File: src/rtl/core/rvx_pkg.sv
// shared types and constants of the execute unit
package rvx_pkg;

  localparam int XLEN = 32;
  localparam int DIV_CELLS = XLEN;

  localparam logic [6:0] OP_LUI    = 7'h37;
  localparam logic [6:0] OP_AUIPC  = 7'h17;
  localparam logic [6:0] OP_JAL    = 7'h6f;
  localparam logic [6:0] OP_JALR   = 7'h67;
  localparam logic [6:0] OP_BRANCH = 7'h63;
  localparam logic [6:0] OP_LOAD   = 7'h03;
  localparam logic [6:0] OP_STORE  = 7'h23;
  localparam logic [6:0] OP_IMM    = 7'h13;
  localparam logic [6:0] OP_REG    = 7'h33;
  localparam logic [6:0] OP_SYSTEM = 7'h73;

  localparam logic [31:0] WORD_ECALL = 32'h0000_0073;
  localparam logic [31:0] WORD_URET  = 32'h0020_0073;

  localparam logic [1:0] MEM_NONE  = 2'd0;
  localparam logic [1:0] MEM_LOAD  = 2'd1;
  localparam logic [1:0] MEM_STORE = 2'd2;

  localparam logic [1:0] SYS_NONE  = 2'd0;
  localparam logic [1:0] SYS_ECALL = 2'd1;
  localparam logic [1:0] SYS_URET  = 2'd2;
  localparam logic [1:0] SYS_OTHER = 2'd3;

  // how the final value is picked once the long units finish
  typedef enum logic [2:0] {
    SEL_DIRECT = 3'd0,
    SEL_MUL_LO = 3'd1,
    SEL_MUL_HI = 3'd2,
    SEL_QUOT   = 3'd3,
    SEL_REM    = 3'd4
  } val_sel_t;

  // everything that travels beside the divider chain
  typedef struct packed {
    logic        wr;
    logic [4:0]  rd;
    logic [31:0] val;
    logic [31:0] npc;
    logic [1:0]  mkind;
    logic [2:0]  mwidth;
    logic [31:0] maddr;
    logic [31:0] sdata;
    logic        ill;
    logic [1:0]  sys;
    val_sel_t    sel;
    logic        neg_q;
    logic        neg_r;
    logic        dzero;
    logic        ovf;
    logic [31:0] a;
    logic        hsub_a;
    logic        hsub_b;
    logic [31:0] b;
  } side_t;

  // one divider cell's payload
  typedef struct packed {
    logic [31:0] rem;
    logic [31:0] quo;
    logic [31:0] dvs;
  } div_t;

endpackage

File: src/rtl/core/rvx_finish.sv
// multiplier stage and final result selection
module rvx_finish (
  input  logic           clk,
  input  rvx_pkg::side_t side_in,
  input  rvx_pkg::div_t  div_res,
  output logic [31:0]    value
);
  import rvx_pkg::*;

  logic [63:0] prod;
  side_t       s2;
  div_t        d2;
  logic [31:0] hi, q, r;

  // product registered before sign correction
  always_ff @(posedge clk) begin
    prod <= {32'd0, side_in.a} * {32'd0, side_in.b};
    s2 <= side_in;
    d2 <= div_res;
  end

  always_comb begin
    hi = prod[63:32] - (s2.hsub_a ? s2.b : 32'd0) - (s2.hsub_b ? s2.a : 32'd0);
    if (s2.dzero) q = 32'hffff_ffff;
    else if (s2.ovf) q = s2.a;
    else q = s2.neg_q ? -d2.quo : d2.quo;
    if (s2.dzero) r = s2.a;
    else if (s2.ovf) r = 32'd0;
    else r = s2.neg_r ? -d2.rem : d2.rem;
    case (s2.sel)
      SEL_MUL_LO: value = prod[31:0];
      SEL_MUL_HI: value = hi;
      SEL_QUOT:   value = q;
      SEL_REM:    value = r;
      default:    value = s2.val;
    endcase
  end

endmodule

File: config.mk
export PLATFORM = sky130hd
export DESIGN_NAME = rvx_finish
export DESIGN_NICKNAME = d
export VERILOG_FILES = /design/src/rtl/core/rvx_pkg.sv /design/src/rtl/core/rvx_finish.sv
export SDC_FILE = /design/constraint.sdc
export NUM_CORES = 2
export LEC_CHECK = 0
export BUFFER_PORTS_ARGS = -buffer_cell sky130_fd_sc_hd__buf_4
export CAP_MARGIN = 20
export CORE_UTILIZATION = 49
export CTS_CLUSTER_DIAMETER = 80
export DETAILED_ROUTE_END_ITERATION = 7
export PLACE_DENSITY = 0.67
export RECOVER_POWER = 50
export SLEW_MARGIN = 20
export SYNTH_ARGS = -nofsm -noshare
export SYNTH_HDL_FRONTEND = slang
export SYNTH_SLANG_ARGS = --single-unit
File: constraint.sdc
create_clock -name clk -period 8.4 [get_ports clk]
set_input_delay 0.84 -clock clk [delete_from_list [all_inputs] [get_ports clk]]
set_output_delay 0.84 -clock clk [all_outputs]
set_load 0.01 [all_outputs]
==> flow_metrics.py <==
metrics = {
    "drt": {
        "ant_nets": 0,
        "vias": 32900,
        "avgViaCountPerCell": 5.46,
        "initialDrtViolationCount": 2173,
        "drc": 0,
        "wl_per_cell_um": 20.6,
        "dr.pass1.iters": 6,
        "drt-total-wl_mm": 124,
    },
    "clocking": {
        "cts_tree": "done",
        "ctsRootBufferMaster": "clkbuf_16",
        "numCtsBuffers": 25,
        "htreeDepth": 1,
        "cts_buffer_depth": 3,
        "post_cts_buffers": 0,
        "cts_resized": 0,
        "ctsHoldBuffers": 0,
        "clock-sinks": 233,
        "path_clk_slew_ns": 0.08,
    },
    "run_status": {
        "failed_checks": "capacitance limit, slew limit",
        "status": "complete, but fails checks",
    },
    "global_routing": {
        "grt_max_degree": 46,
        "grt_antenna_before_repair": 6,
        "grt.total_usage_pct": 28.2,
        "gr-total-overflow": 0,
        "grt_pass1_wl_mm": 198,
        "grt_pass1_vias": 35000,
    },
    "timing": {
        "fmax_mhz": 126,
        "relSlewSlack_pct": -17.2,
        "drv_slew": 34,
        "hold_viol_final": 0,
        "setup_violations": 0,
        "tightest_slew_ns": 1.76,
        "fin_crit_sh_pct": 94.3,
        "rsz0062_at_grt": "no",
        "period_needed_ns": 7.92,
        "tns_ns": 0,
    },
    "worst_hold_path": {
        "hold_path.class": "in -> reg",
        "min_from": "div_res[76]",
        "holdPathEnd": "d2[76]",
        "hold_depth": 1,
    },
    "floorplan": {
        "die_h_um": 301,
        "die_w_um": 301,
        "rows": 109,
        "start_util_pct": 49.4,
        "coreArea_sq_mm": 0.0884,
        "dieArea_sq_mm": 0.0904,
        "ios": 344,
    },
    "setup_path": {
        "startpoint_type": "input pin",
        "end_kind": "register",
        "cp_data_required_time_ns": 8.79,
        "worst-setup-path-type": "in -> reg",
        "path_max_fanout": 24,
        "critical_path_arrival_ns": 8.31,
    },
    "synth": {
        "synthCells": 4774,
        "async_reset_ff_share_pct": 0,
        "mappedNetlistArea_sq_mm": 0.0437,
        "synth_edf_count": 0,
        "ys.warnings.count": 0,
        "ys_seq_area_share_pct": 10.7,
        "synth-seq-cells": 233,
        "avgSynthCellArea_sq_um": 9.15,
        "ys.flop_type": "dfxtp_1",
        "syn_nets": 6311,
        "synth.distinct_cells": 73,
    },
    "finish": {
        "drive_gt1_share_pct": 7.68,
        "finalNetCount": 6377,
        "stdcell_area_sq_mm": 0.0474,
        "final_core_util_pct": 53.6,
        "area_delta_synth_final_pct": 8.37,
        "mostFrequentLayoutCell": "fa_1",
        "layout_common_cells": "927 x fa_1, 892 x inv_1, 627 x and2_1",
        "fill_cells": 8057,
    },
    "job": {
        "maxCapViolCount": 1,
    },
    "place": {
        "gp_congestion": 0.956,
        "dp_hpwl_mm": 103,
        "io_buffers": 201,
        "dpl_cell_area_sq_mm": 0.0465,
    },
}
## how the worst max path moves through the flow
stage | cells past startpoint | to | slack (ns) | startpoint
floorplan | 22 | prod[57] | 0.78 | side_in[59]
global placement | 23 | prod[57] | 0.13 | side_in[8]
detailed placement | 23 | prod[57] | 0.06 | side_in[8]
CTS | 23 | prod[57] | 0.58 | side_in[8]
global route | 21 | prod[59] | 0.12 | side_in[0]
finish | 23 | prod[57] | 0.48 | side_in[8]
## Yosys cell counts (26+ instances only)
library cell / count / area share (%)
clkbuf_1: 261 / 2.2
ha_1: 298 / 8.5
nand2_1: 575 / 4.9
nor2_1: 86 / 0.74
xor2_1: 59 / 1.2
fa_1: 927 / 42
o21ai_0: 128 / 1.5
nor3_1: 26 / 0.30
inv_1: 892 / 7.7
dfxtp_1: 233 / 11
a21o_1: 40 / 0.69
and2_1: 627 / 9.0
xnor2_1: 82 / 1.6
a21oi_1: 157 / 1.8
## stage by stage
stage	worst slack (ns)	hold WS [ns]	cells
after detailed placement	0.0594	0.945	5978
final	0.483	0.427	6024
after global placement	0.130	0.945	5978
after CTS	0.579	0.381	6021
after floorplan	0.780	0.868	4774
after global routing	0.115	0.407	6023
## area by class of cell
type | instances | area [sq um] | share of cell area, %
Clock inverter | 12 | 211 | 0.446
Inverter | 893 | 3350 | 7.08
Clock buffer | 31 | 688 | 1.45
Antenna cell | 3 | 7.51 | 0.0159
Timing Repair Buffer | 306 | 2290 | 4.83
Sequential cell | 233 | 4670 | 9.85
Tap cell | 1165 | 1460 | 3.08
Multi-Input combinational cell | 3381 | 34700 | 73.2
## logic make-up (layout without fill, tap and decap cells)
kind of cell	count (synthesis)	after routing	share of synthesized area, %
buffers and inverters	1160	1242	9.98
flip-flops	233	233	10.7
multiplexers	23	23	0.578
other	0	3	0
AND/OR/NAND/NOR	1446	1446	16.9
adder cells (fa/ha/maj)	1225	1225	51.0
XOR/XNOR	141	141	2.83
AO/OA/AOI/OAI	546	546	8.07
## sequential cells by signal (all words and copies together) (netlist names)
register  flops
s2          105
d2           64
prod         64
## worst max-delay path, cell delays in order
cell and delay, ns:
buf_4 0.31, nand2_1 0.14, fa_1 0.53, fa_1 0.54, fa_1 0.49, fa_1 0.55
inv_1 0.06, fa_1 0.56, fa_1 0.43, fa_1 0.49, inv_1 0.05, fa_1 0.51
inv_1 0.06, ha_1 0.29, nand2_1 0.08, or3_1 0.44, or4_1 0.49, a21oi_1 0.21
nor3_1 0.14, o311ai_1 0.42, buf_4 0.20, nor4_1 0.04, a2111oi_0 0.38
## routing by layer
layer  track usage, %  vias to the layer above  routed length, um  share of wire (%)
met5                0                        -                  0                  0
met4             7.05                        0               3200                2.6
met3             2.45                      175               6970                5.6
met2             48.4                     1084              61000                 49
met1             38.4                    16900              52900                 43
li1                 -                    14700                  -                  -
Power is left out: the tool's default activity adds up to more than one toggle a clock period on the data nets, which glitch-free logic cannot reach.
