[config.mk]
export PLATFORM = sky130hd
export DESIGN_NAME = rvx_div_cell
export DESIGN_NICKNAME = d
export VERILOG_FILES = /design/src/rtl/core/rvx_pkg.sv /design/src/rtl/core/rvx_div_cell.sv
export SDC_FILE = /design/constraint.sdc
export NUM_CORES = 1
export LEC_CHECK = 0
export CAP_MARGIN = 15
export CORE_AREA = 2 2 245 247
export DETAILED_ROUTE_END_ITERATION = 8
export DIE_AREA = 0 0 247 249
export DONT_BUFFER_PORTS = 1
export PLACE_DENSITY = 0.3
export SYNTH_ARGS = -nofsm -noshare
export SYNTH_HDL_FRONTEND = slang
export SYNTH_SLANG_ARGS = --single-unit
[constraint.sdc]
create_clock -name clk -period 3 [get_ports clk]
set_input_delay 0.6 -clock clk [delete_from_list [all_inputs] [get_ports clk]]
set_output_delay 0.6 -clock clk [all_outputs]
set_load 0.01 [all_outputs]
[src/rtl/core/rvx_pkg.sv]
// shared types and constants of the execute unit
package rvx_pkg;

  localparam int XLEN = 32;
  localparam int DIV_CELLS = XLEN;

  localparam logic [6:0] OP_LUI    = 7'h37;
  localparam logic [6:0] OP_AUIPC  = 7'h17;
  localparam logic [6:0] OP_JAL    = 7'h6f;
  localparam logic [6:0] OP_JALR   = 7'h67;
  localparam logic [6:0] OP_BRANCH = 7'h63;
  localparam logic [6:0] OP_LOAD   = 7'h03;
  localparam logic [6:0] OP_STORE  = 7'h23;
  localparam logic [6:0] OP_IMM    = 7'h13;
  localparam logic [6:0] OP_REG    = 7'h33;
  localparam logic [6:0] OP_SYSTEM = 7'h73;

  localparam logic [31:0] WORD_ECALL = 32'h0000_0073;
  localparam logic [31:0] WORD_URET  = 32'h0020_0073;

  localparam logic [1:0] MEM_NONE  = 2'd0;
  localparam logic [1:0] MEM_LOAD  = 2'd1;
  localparam logic [1:0] MEM_STORE = 2'd2;

  localparam logic [1:0] SYS_NONE  = 2'd0;
  localparam logic [1:0] SYS_ECALL = 2'd1;
  localparam logic [1:0] SYS_URET  = 2'd2;
  localparam logic [1:0] SYS_OTHER = 2'd3;

  // how the final value is picked once the long units finish
  typedef enum logic [2:0] {
    SEL_DIRECT = 3'd0,
    SEL_MUL_LO = 3'd1,
    SEL_MUL_HI = 3'd2,
    SEL_QUOT   = 3'd3,
    SEL_REM    = 3'd4
  } val_sel_t;

  // everything that travels beside the divider chain
  typedef struct packed {
    logic        wr;
    logic [4:0]  rd;
    logic [31:0] val;
    logic [31:0] npc;
    logic [1:0]  mkind;
    logic [2:0]  mwidth;
    logic [31:0] maddr;
    logic [31:0] sdata;
    logic        ill;
    logic [1:0]  sys;
    val_sel_t    sel;
    logic        neg_q;
    logic        neg_r;
    logic        dzero;
    logic        ovf;
    logic [31:0] a;
    logic        hsub_a;
    logic        hsub_b;
    logic [31:0] b;
  } side_t;

  // one divider cell's payload
  typedef struct packed {
    logic [31:0] rem;
    logic [31:0] quo;
    logic [31:0] dvs;
  } div_t;

endpackage

[src/rtl/core/rvx_div_cell.sv]
// one restoring division step, registered
module rvx_div_cell (
  input  logic           clk,
  input  rvx_pkg::div_t  din,
  input  rvx_pkg::side_t side_in,
  output rvx_pkg::div_t  dout,
  output rvx_pkg::side_t side_out
);
  import rvx_pkg::*;

  logic [32:0] trial;
  logic [32:0] shifted;
  div_t        nxt;

  // shift in the next dividend bit and try to subtract
  always_comb begin
    shifted = {din.rem, din.quo[31]};
    trial = shifted - {1'b0, din.dvs};
    nxt.dvs = din.dvs;
    if (!trial[32]) begin
      nxt.rem = trial[31:0];
      nxt.quo = {din.quo[30:0], 1'b1};
    end else begin
      nxt.rem = shifted[31:0];
      nxt.quo = {din.quo[30:0], 1'b0};
    end
  end

  always_ff @(posedge clk) begin
    dout <= nxt;
    side_out <= side_in;
  end

endmodule

==> flow_summary.json, run 1 <==
{
  "relSlewSlack_pct": 69.7,
  "hold_path_startpoint": "side_in[164]",
  "cts_hold_buf": 0,
  "tritoncts": "built",
  "setup.worst_path.start": "din[63]",
  "vias_post_dr": 5468,
  "rsz0062_at_grt": "no",
  "place.detailed.hpwl_mm": 39.0,
  "slew_viol_final": 0,
  "post-route-period-util_pct": 91.2,
  "vias_per_cell": 3.47,
  "setup_violations": 0,
  "seq_area_frac_synth_pct": 71.3,
  "power_mw": 10.7,
  "drt_iter0_drc": 173,
  "design.portCount": 623,
  "root_buffer": "clkbuf_16",
  "cts.repair.resized": 0,
  "cap_violations": 0,
  "netlist.area_leader.share_pct": 71.3,
  "crit_path_end_kind": "flop",
  "cellPowerDensity_nw_per_um2": 921,
  "mostFrequentLayoutCell": "dfxtp_1",
  "ys_top_cells_by_area": "dfxtp_1 (71%), ha_1 (4.6%), mux2_4 (4.5%), a21oi_1 (2.0%), inv_1 (1.6%)",
  "final_cell_count_no_fill": 1574,
  "global_route.usage.total_pct": 14.4,
  "outcome": "finished clean",
  "synthesis.yosys.warnings": 0,
  "post_route_cells_drive_above_1_share_pct": 21.7,
  "cts_htree_levels": 2,
  "total_congestion_overflow_after_global_routing": 0,
  "finalCriticalPeriod_ns": 2.74,
  "chipWidth_um": 247,
  "cp.required_ns": 3.42,
  "final_core_util_pct": 19.8,
  "floorplan.die_area_um2": 61500,
  "totalNegativeSetupSlack_ns": 0,
  "critical_path_buf_inv_count": 2,
  "hold_path_depth": 0,
  "wirelength_mm": 46.1,
  "placed_cells": 1481,
  "syn_area_per_cell_um2": 13.3,
  "cts_buffer_depth": 3,
  "timing.critical_path.slowest_cell_delay_ns": 0.50,
  "design.final.nets": 1095,
  "async_flop_share_pct": 0,
  "drcViolationCount": 0,
  "area_delta_synth_final_pct": 32.9,
  "worstHoldPathType": "in -> reg",
  "antenna_violations_before_repair": 56,
  "clock_sink_count": 311,
  "grt_first_pass_wirelength_mm": 58.3,
  "gp_congestion": 0.858,
  "syn_area_um2": 8740,
  "die-height_um": 249,
  "core_um2": 58700,
  "placement_rows": 89,
  "initial_core_util_pct": 14.9,
  "detail_route.first_pass.iterations": 4,
  "place.port_buffers": 0,
  "worst_hold_path.endpoint": "side_out[164]$_DFF_P_",
  "cts_buffers": 40,
  "synth_enable_flop_cells": 0,
  "worst-path-max-fanout": 10,
  "yosysUniqueCellTypes": 51,
  "critical_path.startpoint_type": "input port",
  "cpMaxStageDelayCell": "or4_4",
  "detail_route.wl_per_cell_um": 29.3,
  "post-cts-setup-buffer-count": 0,
  "largest_net_degree_at_the_start_of_global_routing": 14,
  "worst-setup-path-type": "in -> reg",
  "hold_slack_ns": 0.0678,
  "hold_viol": 0,
  "max_slew.worst_pin.slew_ns": 0.454,
  "p_leak_nw": 4.89,
  "grt_pass1_vias": 5745,
  "worst_path_dominant_cell_family": "simple AND/OR/NAND/NOR gates",
  "achievable-frequency_mhz": 365,
  "layout.cells.most_common_list": "dfxtp_1 (311), buf_4 (63), clkbuf_16 (40)",
  "postSynthCellCount": 655,
  "yosys_register_bits": 311,
  "cts.reportedPaths.clkPinSlew_ns": 0.06,
  "synthesized_nets": 1000,
  "final_antenna_net_count": 0,
  "vdd.ir_drop.worst_mv": 0.633,
  "arrival_ns": 3.16,
  "synth_top_flop_cell": "dfxtp_1",
  "synth_top_area_cell": "dfxtp_1",
  "path_cells": "inv_12, ha_4, fa_2, nand2b_4, a21oi_2, o21ai_1, and2_4, o2111a_1, or4_4, nand3_4, buf_12, mux2_1"
}
## kinds of logic (layout without fill, tap and decap cells)
group / Yosys count / in the layout / synth area share [%]
xor+xnor: 23 / 23 / 2.31
other cells: 0 / 22 / 0
fa+ha+maj: 33 / 33 / 4.81
compound gates: 103 / 103 / 7.66
mux: 32 / 32 / 5.20
simple gates: 103 / 103 / 6.04
buf+inv: 50 / 174 / 2.72
flops: 311 / 311 / 71.3
## worst max path at each step
stage                             to  slack [ns]  depth (start not counted)
floorplan           dout[68]$_DFF_P_       -0.10                         12
global placement    dout[90]$_DFF_P_       -0.28                         12
detailed placement  dout[95]$_DFF_P_       -0.32                         12
CTS                 dout[95]$_DFF_P_        0.27                         12
global route        dout[79]$_DFF_P_        0.21                         12
finish              dout[95]$_DFF_P_        0.26                         12
## area by class of cell
type	count	area, um^2
timing repair buffer	66	533
inverter	37	151
clock buffer	52	1120
sequential	311	6230
tap	773	967
clock inverter	19	267
fill	6276	47100
antenna	22	55.1
multi-input combinational	294	2300
## metrics by stage
stage               setup WS, ns  instance area [um^2]
detailed placement        -0.325                 10200
CTS                        0.267                 11600
global route               0.211                 11600
floorplan                 -0.101                  8780
finish                     0.264                 11600
global placement          -0.278                 10200
## sequential cells by signal (all words and copies together), names as in the netlist
signal / cells
side_out: 215
dout: 96
## layer usage
layer | up-vias | part of all wire, % | global-route usage (%)
met5 | - | 0.27 | 0
met4 | 20 | 2.0 | 3.06
met3 | 82 | 11 | 7.67
met2 | 349 | 52 | 26.6
met1 | 2579 | 35 | 13.9
li1 | 2438 | - | -
## where the power goes
group / total, mW / switching [mW] / internal [mW]
combinational: 0.828 / 0.391 / 0.438
clock: 5.02 / 1.94 / 3.08
sequential: 4.85 / 0.403 / 4.45
## synth_stat cells, drive strengths merged, types with 2 or more instances
| library cell | n |
|---|---|
| a211oi | 3 |
| a21o | 17 |
| a21oi | 35 |
| a311oi | 2 |
| a31o | 2 |
| a31oi | 6 |
| and2 | 2 |
| and4 | 6 |
| buf | 5 |
| clkbuf | 8 |
| dfxtp | 311 |
| ha | 32 |
| inv | 37 |
| mux2 | 29 |
| mux2i | 3 |
| nand2 | 25 |
| nand2b | 6 |
| nand3 | 8 |
| nand4 | 5 |
| nor2 | 25 |
| nor2b | 6 |
| nor3 | 13 |
| o211ai | 2 |
| o21a | 6 |
| o21ai | 9 |
| o21bai | 7 |
| o22ai | 2 |
| o31ai | 4 |
| or2 | 2 |
| or3 | 2 |
| xnor2 | 14 |
| xor2 | 9 |
Note: power is estimated with default switching activity, not from simulation.
==> run 2: changes to the inputs <==
--- a/config.mk
+++ b/config.mk
@@ -6,9 +6,9 @@
 export NUM_CORES = 1
 export LEC_CHECK = 0
 export CAP_MARGIN = 15
-export CORE_AREA = 2 2 245 247
+export CORE_AREA = 2 2 244 246
 export DETAILED_ROUTE_END_ITERATION = 8
-export DIE_AREA = 0 0 247 249
+export DIE_AREA = 0 0 246 248
 export DONT_BUFFER_PORTS = 1
 export PLACE_DENSITY = 0.3
 export SYNTH_ARGS = -nofsm -noshare
==> constraint.sdc (replaced) <==
create_clock -name clk -period 2.7 [get_ports clk]
set_input_delay 0.54 -clock clk [delete_from_list [all_inputs] [get_ports clk]]
set_output_delay 0.54 -clock clk [all_outputs]
set_load 0.01 [all_outputs]
==> run 2 against run 1 <==
Net effect: setup slack worse by 0.16 ns; wire length up 2.8%; combinational power up 59%; utilization up 4.9 points; clock power up 3%; cell count up 18%; via count up 18%; sequential cell count unchanged; clock-buffer cell count down 5; sequential power up 11%; largest cell class unchanged.
==> flow_summary.json, run 2 (synthesis gave the netlist of run 1 again) <==
{
  "chipWidth_um": 246,
  "drt_iter0_drc": 143,
  "critical_path.startpoint_type": "input port",
  "rsz0062_at_grt": "no",
  "hold_slack_ns": 0.123,
  "max_ffs_per_register": 215,
  "max_slew.worst_pin.slew_ns": 0.459,
  "floorplan.die_area_um2": 61000,
  "mostFrequentLayoutCell": "dfxtp_1",
  "detail_route.first_pass.iterations": 4,
  "root_buffer": "clkbuf_16",
  "post-cts-setup-buffer-count": 0,
  "cts_htree_levels": 2,
  "cts_buffers": 37,
  "cts.reportedPaths.clkPinSlew_ns": 0.06,
  "vdd.ir_drop.worst_mv": 0.502,
  "design.portCount": 623,
  "top_register": "side_out",
  "vias_post_dr": 6461,
  "design.final.nets": 1392,
  "arrival_ns": 3.02,
  "outcome": "finished clean",
  "filler_instances": 6127,
  "grt_pass1_vias": 7027,
  "p_leak_nw": 6.08,
  "die-height_um": 248,
  "place.port_buffers": 0,
  "finalCriticalPeriod_ns": 2.60,
  "slew_viol_final": 0,
  "worst-setup-path-type": "in -> reg",
  "worst_hold_path.endpoint": "dout[67]$_DFF_P_",
  "layout.cells.most_common_list": "dfxtp_1 (311), dlygate4sd3_1 (278), buf_4 (85)",
  "total_congestion_overflow_after_global_routing": 0,
  "initial_core_util_pct": 14.9,
  "worstHoldPathType": "in -> reg",
  "cp.required_ns": 3.12,
  "global_route.usage.total_pct": 14.7,
  "setup_violations": 0,
  "post_route_cells_drive_above_1_share_pct": 17.3,
  "crit_path_end_kind": "flop",
  "hold_path_startpoint": "din[66]",
  "relSlewSlack_pct": 69.4,
  "final_antenna_net_count": 0,
  "gp_congestion": 0.832,
  "hold_viol": 0,
  "tritoncts": "built",
  "place.detailed.hpwl_mm": 38.0,
  "vias_per_cell": 3.48,
  "area_delta_synth_final_pct": 64.9,
  "cap_violations": 0,
  "hold_path_depth": 1,
  "largest_net_degree_at_the_start_of_global_routing": 15,
  "achievable-frequency_mhz": 385,
  "clock_sink_count": 311,
  "antenna_violations_before_repair": 12,
  "largestRegisters": "side_out x215, dout x96",
  "setup_slack_placement_ns": -0.520,
  "core_um2": 58500,
  "multi_input_comb_area_um2": 2320,
  "drcViolationCount": 0,
  "placement_rows": 89,
  "post-route-period-util_pct": 96.3,
  "worst-path-max-fanout": 12,
  "cellPowerDensity_nw_per_um2": 823,
  "grt_first_pass_wirelength_mm": 61.0,
  "wirelength_mm": 47.4,
  "detail_route.wl_per_cell_um": 25.5,
  "cts_buffer_depth": 3,
  "ff_latch_area_um2": 6230,
  "fin_ws_ns": 0.101
}
==> run 2: repair_timing <==
item	4_1_cts	5_1_grt
resized for setup	0	3
endpoints found under the hold margin	278	0
setup endpoints to repair	0	5
hold buffers	278	0
==> run 2: how the worst max path moves through the flow <==
stage	startpoint	to	slack [ns]	depth (start not counted)
2_1_floorplan	din[63]	dout[68]$_DFF_P_	-0.34	12
3_3_place_gp	din[63]	dout[88]$_DFF_P_	-0.49	12
3_5_place_dp	din[63]	dout[66]$_DFF_P_	-0.52	12
4_1_cts	din[63]	dout[66]$_DFF_P_	0.07	12
5_1_grt	din[63]	dout[66]$_DFF_P_	0.02	12
6_report	din[63]	dout[66]$_DFF_P_	0.10	12
==> run 2: layer usage <==
metal | wire (um) | up-vias | track usage, %
met2 | 24500 | 301 | 26.7
met1 | 18000 | 3085 | 16.2
met4 | 1250 | 4 | 4.22
met3 | 3620 | 57 | 4.77
li1 | - | 3014 | -
met5 | 26 | - | 0
==> run 2: cell type report <==
type,instances,share of cell area [%]
timing repair buffer,366,24.2
clock buffer,47,6.97
inverter,37,1.05
tap,773,6.71
sequential,311,43.2
multi-input combinational,294,16.1
clock inverter,18,1.65
antenna,9,0.156
==> run 2: metrics by stage <==
stage	std cells	total power, mW	setup TNS, ns	util [%]	area, um^2
after detailed placement	1503	6.49	-15.16	17.7	10300
after global placement	1503	6.51	-14.39	17.7	10300
after floorplan	655	5.93	-9.87	-	8780
final	1855	11.9	0	24.6	14400
after CTS	1846	12.1	0	24.6	14400
after global routing	1851	12.4	0	24.6	14400
==> run 2: power breakdown <==
part	leakage [nW]	switching, mW	internal, mW
combinational	2.86	0.528	0.792
clock	0.597	2.10	3.05
sequential	2.62	0.454	4.94
==> run 2: critical path, stage by stage <==
cell,delay (ns)
inv_12,0.01
ha_4,0.14
fa_2,0.35
nand2b_4,0.16
a21oi_4,0.13
o21ai_1,0.11
and2_4,0.17
o2111a_1,0.26
or4_4,0.50
nand3_4,0.13
buf_12,0.17
mux2_1,0.33
